File: config.mk
export PLATFORM = sky130hd
export DESIGN_NAME = free_range_page_allocator
export DESIGN_NICKNAME = d
export VERILOG_FILES = /design/src/frpa_pkg.sv /design/src/frpa_table.sv /design/src/free_range_page_allocator.sv
export SDC_FILE = /design/constraint.sdc
export NUM_CORES = 2
export LEC_CHECK = 0
export ABC_CLOCK_PERIOD_IN_PS = 8600
export BUFFER_PORTS_ARGS = -buffer_cell sky130_fd_sc_hd__buf_2
export CORE_MARGIN = 2
export CORE_UTILIZATION = 40
export CTS_BUF_LIST = sky130_fd_sc_hd__clkbuf_4 sky130_fd_sc_hd__clkbuf_8
export CTS_CLUSTER_DIAMETER = 30
export DETAILED_ROUTE_END_ITERATION = 7
export PLACE_DENSITY_LB_ADDON = 0.08
export SLEW_MARGIN = 20
export SYNTH_ARGS = -nofsm -noshare
export SYNTH_HDL_FRONTEND = slang
export SYNTH_SLANG_ARGS = --single-unit
File: constraint.sdc
create_clock -name clk -period 8.6 [get_ports clk]
set_clock_uncertainty 0.05 [all_clocks]
set_input_delay 1.29 -clock clk [delete_from_list [all_inputs] [get_ports clk]]
set_output_delay 1.29 -clock clk [all_outputs]
set_load 0.005 [all_outputs]
File: src/frpa_pkg.sv
package frpa_pkg;

	localparam logic [1:0] CMD_ADD   = 2'd0;
	localparam logic [1:0] CMD_CUT   = 2'd1;
	localparam logic [1:0] CMD_ALLOC = 2'd2;

	localparam logic [1:0] ST_OK      = 2'd0;
	localparam logic [1:0] ST_IGNORED = 2'd1;
	localparam logic [1:0] ST_NO_SLOT = 2'd2;
	localparam logic [1:0] ST_NO_MEM  = 2'd3;

	localparam logic [31:0] RANGE_LIMIT = 32'hFFFFF000;

	typedef struct packed {
		logic [1:0]  command;
		logic [63:0] add_base;
		logic [63:0] add_length;
		logic [31:0] cut_start;
		logic [31:0] cut_end;
	} req_t;

	typedef struct packed {
		logic [1:0]  status;
		logic [31:0] page_address;
		logic [4:0]  slots_used;
		logic [31:0] highest_end;
		logic [31:0] bytes_allocated;
	} rsp_t;

	typedef enum logic [3:0] {
		S_IDLE,
		S_ADD_PREP,
		S_ADD_SCAN,
		S_CUT_PREP,
		S_CUT_RD,
		S_CUT_CHK,
		S_CUT_LO,
		S_CUT_HI,
		S_ALLOC_SCAN,
		S_DONE
	} state_t;

	typedef struct packed {
		logic        wr;
		logic [31:0] base;
		logic [31:0] len;
	} tbl_wr_t;

endpackage

File: src/frpa_table.sv
module frpa_table #(
	parameter int SLOTS = 16,
	parameter int IW = (SLOTS > 1) ? $clog2(SLOTS) : 1
) (
	input  logic                  clk,
	input  logic                  arst_n,
	input  logic [IW-1:0]         idx,
	input  frpa_pkg::tbl_wr_t     wr,
	output logic [31:0]           base,
	output logic [31:0]           len
);
	import frpa_pkg::*;

	logic [31:0] base_q [SLOTS];
	logic [31:0] len_q  [SLOTS];

	always_ff @(posedge clk or negedge arst_n) begin
		if (!arst_n) begin
			for (int i = 0; i < SLOTS; i++) begin
				base_q[i] <= '0;
				len_q[i]  <= '0;
			end
		end else if (wr.wr) begin
			base_q[idx] <= wr.base;
			len_q[idx]  <= wr.len;
		end
	end

	assign base = base_q[idx];
	assign len  = len_q[idx];

endmodule

File: src/free_range_page_allocator.sv
// Free memory range allocator. Assert start while busy is low to issue one
// request; busy rises the next cycle and the result appears with done high
// for exactly one cycle, which the receiver must capture. The table is walked
// one slot at a time through a single slot port: add and alloc scans step one
// slot per cycle, while a cut reads, checks and splits each slot in its own states.
module free_range_page_allocator #(
	parameter int TABLE_SLOTS = 16,
	parameter int PAGE_BYTES  = 4096
) (
	input  logic            clk,
	input  logic            arst_n,
	input  logic            start,
	input  frpa_pkg::req_t  req,
	output logic            busy,
	output logic            done,
	output frpa_pkg::rsp_t  rsp
);
	import frpa_pkg::*;

	localparam int IW = (TABLE_SLOTS > 1) ? $clog2(TABLE_SLOTS) : 1;
	localparam int CW = $clog2(TABLE_SLOTS + 1);
	localparam int PW = $clog2(PAGE_BYTES);
	localparam logic [CW-1:0] SLOTS_C = CW'(TABLE_SLOTS);
	localparam logic [32:0] PAGE33 = 33'(PAGE_BYTES);

	state_t state_q, state_n, ret_q;
	req_t req_q;
	logic [CW-1:0] m_q, cm_q, span_q;
	logic [31:0] hw_q, tot_q, page_q;
	logic [1:0] st_q;
	logic [32:0] ia_q, il_q;
	logic [32:0] s_q, e_q, lo_q, top_q, ss_q, se_q;
	logic [31:0] rb, rl;
	tbl_wr_t wr;
	logic [IW-1:0] idx;

	frpa_table #(.SLOTS(TABLE_SLOTS), .IW(IW)) u_tbl (
		.clk(clk), .arst_n(arst_n), .idx(idx), .wr(wr), .base(rb), .len(rl)
	);

	logic [63:0] a64, l64, room, lc;
	logic [32:0] ar, lr, hi;
	logic add_ign;
	always_comb begin
		a64 = (state_q == S_ADD_PREP && ret_q == S_IDLE) ? req_q.add_base : 64'(ia_q);
		l64 = (state_q == S_ADD_PREP && ret_q == S_IDLE) ? req_q.add_length : 64'(il_q);
		room = 64'(RANGE_LIMIT) - a64;
		lc = (l64 > room) ? room : l64;
		add_ign = (a64 > 64'(RANGE_LIMIT)) || (lc == '0);
		ar = (a64[PW-1:0] != '0) ? 33'({a64[32:PW], {PW{1'b0}}}) + PAGE33
			: 33'(a64[32:0]);
		lr = 33'({lc[32:PW], {PW{1'b0}}});
		hi = ia_q + il_q;
	end

	logic cut_scan_end, alloc_end;
	assign cut_scan_end = (cm_q >= span_q) || (cm_q >= SLOTS_C);
	assign alloc_end = cut_scan_end;

	always_comb begin
		state_n = state_q;
		unique case (state_q)
			S_IDLE: if (start) begin
				unique case (req.command)
					CMD_ADD:   state_n = S_ADD_PREP;
					CMD_CUT:   state_n = S_CUT_PREP;
					CMD_ALLOC: state_n = S_ALLOC_SCAN;
					default:   state_n = S_DONE;
				endcase
			end
			S_ADD_PREP: state_n = add_ign ? ret_q == S_IDLE ? S_DONE : ret_q : S_ADD_SCAN;
			S_ADD_SCAN:
				if (rl == '0) state_n = (ret_q == S_IDLE) ? S_DONE : ret_q;
				else if (m_q == SLOTS_C - 1'b1) state_n = S_DONE;
			S_CUT_PREP: state_n = S_CUT_RD;
			S_CUT_RD: state_n = cut_scan_end ? S_DONE : S_CUT_CHK;
			S_CUT_CHK: state_n = (ss_q >= se_q) ? S_CUT_RD : S_CUT_LO;
			S_CUT_LO: state_n = (ss_q > lo_q) ? S_ADD_PREP : S_CUT_HI;
			S_CUT_HI: state_n = (se_q < top_q) ? S_ADD_PREP : S_CUT_RD;
			S_ALLOC_SCAN:
				if (alloc_end || rl != '0) state_n = S_DONE;
			S_DONE: state_n = S_IDLE;
			default: state_n = S_IDLE;
		endcase
	end

	always_comb begin
		idx = '0;
		wr = '0;
		unique case (state_q)
			S_ADD_SCAN: begin
				idx = m_q[IW-1:0];
				wr.wr = (rl == '0);
				wr.base = ia_q[31:0];
				wr.len = il_q[31:0];
			end
			S_CUT_RD, S_CUT_CHK: idx = cm_q[IW-1:0];
			S_CUT_LO: begin
				idx = cm_q[IW-1:0];
				wr.wr = 1'b1;
			end
			S_ALLOC_SCAN: begin
				idx = cm_q[IW-1:0];
				wr.wr = !alloc_end && rl != '0;
				wr.base = rb + 32'(PAGE_BYTES);
				wr.len = (rl < 32'(PAGE_BYTES)) ? '0 : rl - 32'(PAGE_BYTES);
			end
			default: ;
		endcase
	end

	always_ff @(posedge clk or negedge arst_n) begin
		if (!arst_n) begin
			state_q <= S_IDLE;
			ret_q <= S_IDLE;
			span_q <= '0;
			hw_q <= '0;
			tot_q <= '0;
			st_q <= ST_OK;
			m_q <= '0;
			cm_q <= '0;
		end else begin
			state_q <= state_n;
			unique case (state_q)
				S_IDLE: if (start) begin
					ret_q <= S_IDLE;
					st_q <= (req.command == CMD_ADD || req.command == CMD_CUT
						|| req.command == CMD_ALLOC) ? ST_OK : ST_IGNORED;
					cm_q <= '0;
				end
				S_ADD_PREP: begin
					m_q <= '0;
					if (add_ign) begin
						if (ret_q == S_IDLE) st_q <= ST_IGNORED;
					end
					ia_q <= ar;
					il_q <= lr;
				end
				S_ADD_SCAN:
					if (rl == '0) begin
						if (m_q >= span_q) span_q <= m_q + 1'b1;
						if (hi[32]) hw_q <= '1;
						else if (hi[31:0] > hw_q) hw_q <= hi[31:0];
					end else if (m_q == SLOTS_C - 1'b1) begin
						st_q <= ST_NO_SLOT;
					end else begin
						m_q <= m_q + 1'b1;
					end
				S_CUT_PREP: begin
					s_q <= {1'b0, req_q.cut_start[31:PW], {PW{1'b0}}};
					e_q <= (req_q.cut_end[PW-1:0] != '0)
						? {1'b0, req_q.cut_end[31:PW], {PW{1'b0}}} + PAGE33
						: {1'b0, req_q.cut_end};
				end
				S_CUT_RD: begin
					lo_q <= {1'b0, rb};
					top_q <= {1'b0, rb} + {1'b0, rl};
					ss_q <= (s_q < {1'b0, rb}) ? {1'b0, rb} : s_q;
					se_q <= (e_q > {1'b0, rb} + {1'b0, rl}) ? {1'b0, rb} + {1'b0, rl} : e_q;
				end
				S_CUT_CHK: if (ss_q >= se_q) cm_q <= cm_q + 1'b1;
				S_CUT_LO: if (ss_q > lo_q) begin
					ret_q <= S_CUT_HI;
					ia_q <= lo_q;
					il_q <= ss_q - lo_q;
				end
				S_CUT_HI: begin
					if (se_q < top_q) begin
						ret_q <= S_CUT_RD;
						ia_q <= se_q;
						il_q <= top_q - se_q;
					end
					if (!(se_q < top_q)) cm_q <= cm_q + 1'b1;
				end
				S_ALLOC_SCAN:
					if (alloc_end) begin
						st_q <= ST_NO_MEM;
					end else if (rl != '0) begin
						tot_q <= tot_q + 32'(PAGE_BYTES);
					end else begin
						cm_q <= cm_q + 1'b1;
					end
				default: ;
			endcase
			if (state_q == S_ADD_PREP && ret_q == S_CUT_RD && state_n == S_CUT_RD)
				cm_q <= cm_q + 1'b1;
			if (state_q == S_ADD_SCAN && rl == '0 && ret_q == S_CUT_RD)
				cm_q <= cm_q + 1'b1;
		end
	end

	always_ff @(posedge clk) begin
		if (state_q == S_IDLE && start) begin
			req_q <= req;
			page_q <= '0;
		end
		if (state_q == S_ALLOC_SCAN && !alloc_end && rl != '0) page_q <= rb;
	end

	assign busy = (state_q != S_IDLE);
	assign done = (state_q == S_DONE);
	assign rsp.status = st_q;
	assign rsp.page_address = page_q;
	assign rsp.slots_used = 5'(span_q);
	assign rsp.highest_end = hw_q;
	assign rsp.bytes_allocated = tot_q;

	a_done_busy: assert property (@(posedge clk) disable iff (!arst_n)
		done |-> busy) else $error("done without busy");
	a_start_busy: assert property (@(posedge clk) disable iff (!arst_n)
		(start && !busy) |=> busy) else $error("request not taken");
	a_span: assert property (@(posedge clk) disable iff (!arst_n)
		span_q <= SLOTS_C) else $error("span overflow");
	a_done_idle: assert property (@(posedge clk) disable iff (!arst_n)
		done |=> !busy) else $error("done not followed by idle");

endmodule
==> results.yml <==
yosys:
  synthArstFlopShare: 0.704
  synth_flop_cell: "dfrtp_1"
  synth-seq-area-share: 0.501
  avgSynthCellArea_sq_um: 9.16
  synth-edff-count: 461
  ys_ff_latch: 1560
  syn_inst: 9015
  yosys_warnings: 0
  synth.cell_area_sq_um: 82600
  ys_types: 96
floorplan:
  coreArea_sq_um: 205000
  ios: 302
  num_rows: 166
  start_util: 0.403
  chipWidth_microns: 458
  die-area_sq_um: 210000
  die_y_microns: 458
sta:
  min_period_ps: 8310
  tns_ps: 0
  worstMarginPinSlew_ps: 1180
  hold_viol: 0
  drv_slew: 0
  fmax_mhz: 120
  finalCritPeriodShare: 0.966
  maxSlewHeadroom: 0.207
  setup_viol: 0
cells_and_area:
  syn_to_final_growth_pct: 20.2
  drive_gt1_frac: 0.177
  final_cell_count_no_fill: 12700
  nets: 10200
detailed_routing:
  wl_per_cell_microns: 25.0
  drtIter0Drc: 6819
  drc: 0
  num_vias: 71300
  vias_per_cell: 5.63
  drt_wl_total_mm: 316
  ant_nets: 0
  drt-pass1-iter-count: 6
flow_run:
  maxCapViolations: 0
clock_network:
  clock_path_buffers: 4
  cts_tree: "done"
  clk_pin_slew_ps: 50
  h-tree-depth: 5
  cts_num_sinks: 1560
  root_buffer: "clkbuf_8"
  clock_latency_ps: 1110
  numCtsBuffers: 409
power_and_ir_drop:
  power.switching_uw: 14100
  power_density_nw_per_um2: 352
  combPwrFrac: 0.417
  p_sw_frac: 0.402
  clkPwrFrac: 0.305
  ir_drop_mv: 0.217
  cellLeakagePower_uw: 0.0436
  power_frac_seq: 0.278
  intPower_uw: 20900
global_routing:
  grt_pass1_vias: 68800
  grt_overflow: 0
  antenna_found_initial: 16
  grt_max_degree: 158
  grt_pass1_wl_mm: 464
  grt_use_total: 0.296
critical_path:
  cp-end-kind: "flip-flop"
  critical_path_arrival_ps: 9100
  regToRegSetupSlack_ps: 290
  critPathMaxFanout: 16
  critPathMostFrequentCell: "buf_4"
  required_ps: 9390
  cp_top_family: "simple AND/OR/NAND/NOR gates"
  worstReg2RegStart: "state_q[0]"
  cpPeakStageDelay_ps: 530
  cp_num_buf_inv: 12
  timing.critical_path.from: "state_q[0]"
  startpoint_type: "flip-flop"
  cp_slowest_cell: "dfrtp_4"
  worstSetupPathType: "flip-flop to flip-flop"
placed_design:
  port_buffers: 277
  globalplace.congestion: 0.953
  hpwlAfterDp_mm: 218
  dp.cells: 11900
hold_path:
  worstHoldPathType: "input port to async pin"
outcome:
  status: "finished clean"
==> power by group through the flow <==
stage,clock (uW),sequential [uW],combinational (uW)
after floorplan,0,9540,8280
after global placement,0,9800,14100
after detailed placement,0,9810,14200
after CTS,10900,9700,14300
after global routing,11300,9790,15700
final,10700,9720,14600
==> flip-flops by register name, summed over array words and instances (netlist names) <==
signal	cells
u_tbl.base_q	512
u_tbl.len_q	512
req_q	180
e_q	33
ia_q	33
il_q	33
se_q	33
top_q	33
hw_q	32
lo_q	32
page_q	32
ss_q	32
s_q	20
tot_q	20
cm_q	5
m_q	5
span_q	5
state_q	4
ret_q	2
st_q	2
==> cells in the mapped netlist (41+ instances only) <==
cell / n / area share
nor2b_1: 45 / 0.0034
a21o_1: 109 / 0.0099
nand2_1: 1670 / 0.076
clkbuf_1: 263 / 0.012
nand4_1: 100 / 0.0076
nor3_1: 93 / 0.0056
inv_1: 267 / 0.012
o21ai_0: 656 / 0.040
a21oi_1: 760 / 0.046
a31o_2: 41 / 0.0043
buf_4: 50 / 0.0045
o21a_1: 41 / 0.0037
nand3_1: 478 / 0.029
ha_1: 329 / 0.050
a211oi_1: 81 / 0.0074
mux2i_1: 92 / 0.011
a22oi_1: 63 / 0.0057
a31oi_1: 106 / 0.0080
mux2_2: 42 / 0.0057
xnor2_1: 172 / 0.018
a311oi_1: 88 / 0.0093
o21ai_1: 42 / 0.0025
dfrtp_1: 1099 / 0.33
nor4_1: 51 / 0.0039
nor2_1: 835 / 0.038
xor2_1: 63 / 0.0067
buf_1: 52 / 0.0024
buf_2: 259 / 0.016
and3_1: 138 / 0.010
edfxtp_1: 461 / 0.17
==> worst reg2reg max path: cells and delay by family (launching register included) <==
family                   cells  cell delay [ps]
AO/OA/AOI/OAI               12             2190
XOR/XNOR                     1              160
adder cells (fa/ha/maj)      2              650
buffers and inverters       12             2020
flip-flops                   1              530
multiplexers                 1              270
AND/OR/NAND/NOR             10             2260
==> final cells by class <==
class / instances / area, sq um
Antenna cell: 8 / 20.0
Sequential cell: 1560 / 41300
Fill cell: 19600 / 106000
Tap cell: 2688 / 3360
Inverter: 267 / 1010
Clock inverter: 207 / 2430
Timing Repair Buffer: 830 / 6220
Multi-Input combinational cell: 6577 / 37900
Clock buffer: 525 / 6920
==> path summary, 6_finish.rpt <==
| check | depth (start not counted) | end |
|---|---|---|
| max reg2reg | 38 | se_q[30] |
| max | 38 | se_q[30] |
| min in group clk | 1 | req_q[51] |
| min | 1 | u_tbl.len_q[99] |
| min reg2reg | 0 | s_q[24] |
| max in group asynchronous | 4 | u_tbl.base_q[441] |
==> per-stage QoR <==
stage                     worst slack (ps)  instance area [sq um]  total power (uW)  hold slack, ps  utilization
after floorplan                      -32.4                  82700             17800             350            -
after global placement                -412                  89400             23900             353        0.437
after detailed placement              -560                  89400             24000             355        0.437
after CTS                             4.72                  98900             34900            21.7        0.483
after global routing                 -46.0                  99200             36800            39.2        0.485
final                                  295                  99200             35000            90.2        0.485
==> cells in the final DEF (no fill, tap or decap), types with 26 or more instances in the layout <==
| cell | count |
|---|---|
| clkinv_2 | 86 |
| xor2_1 | 62 |
| bufinv_16 | 50 |
| mux2_1 | 31 |
| clkbuf_4 | 49 |
| nor2_1 | 830 |
| a31o_2 | 36 |
| nor4_1 | 48 |
| nor3_1 | 87 |
| ha_1 | 328 |
| xnor2_1 | 171 |
| buf_2 | 276 |
| a211oi_1 | 78 |
| edfxtp_1 | 461 |
| a22oi_1 | 63 |
| nor2b_1 | 43 |
| o21ai_0 | 652 |
| nand2b_1 | 39 |
| nand2_1 | 1662 |
| clkinvlp_4 | 49 |
| buf_4 | 492 |
| o211ai_1 | 26 |
| mux2_2 | 42 |
| dfrtp_1 | 1097 |
| nand3_1 | 478 |
| o21bai_1 | 29 |
| inv_1 | 265 |
| a31oi_1 | 99 |
| a21oi_1 | 754 |
| o21ai_1 | 44 |
| clkbuf_8 | 476 |
| nand4_1 | 100 |
| mux2i_1 | 92 |
| buf_12 | 49 |
| and3_1 | 136 |
| a21o_1 | 109 |
| a311oi_1 | 82 |
| o21a_1 | 41 |
==> cells by family (layout without fill, tap and decap cells) <==
family	after synthesis	in the layout	share of synthesized area
AND/OR/NAND/NOR	3581	3582	0.190
AO/OA/AOI/OAI	2238	2238	0.164
flip-flops	1560	1560	0.501
buffers and inverters	902	1829	0.0482
adder cells (fa/ha/maj)	333	333	0.0508
XOR/XNOR	235	235	0.0249
multiplexers	165	165	0.0211
other	1	32	0.0000454
==> metal layers <==
| layer | track usage | wire length, microns | up-vias |
|---|---|---|---|
| met5 | 0 | 17 | - |
| met4 | 0.0937 | 9440 | 2 |
| met3 | 0.0451 | 20000 | 495 |
| met2 | 0.455 | 141000 | 2455 |
| met1 | 0.426 | 146000 | 35200 |
| li1 | - | - | 33100 |
==> what timing repair did <==
action | CTS | global route
setup buffers | 3 | 9
hold buffers | 0 | 0
resized for setup | 6 | 49
pin swaps | 2 | 15
setup endpoints to repair | 33 | 36
gates cloned | 1 | 1
(Power assumes the default switching activity.)
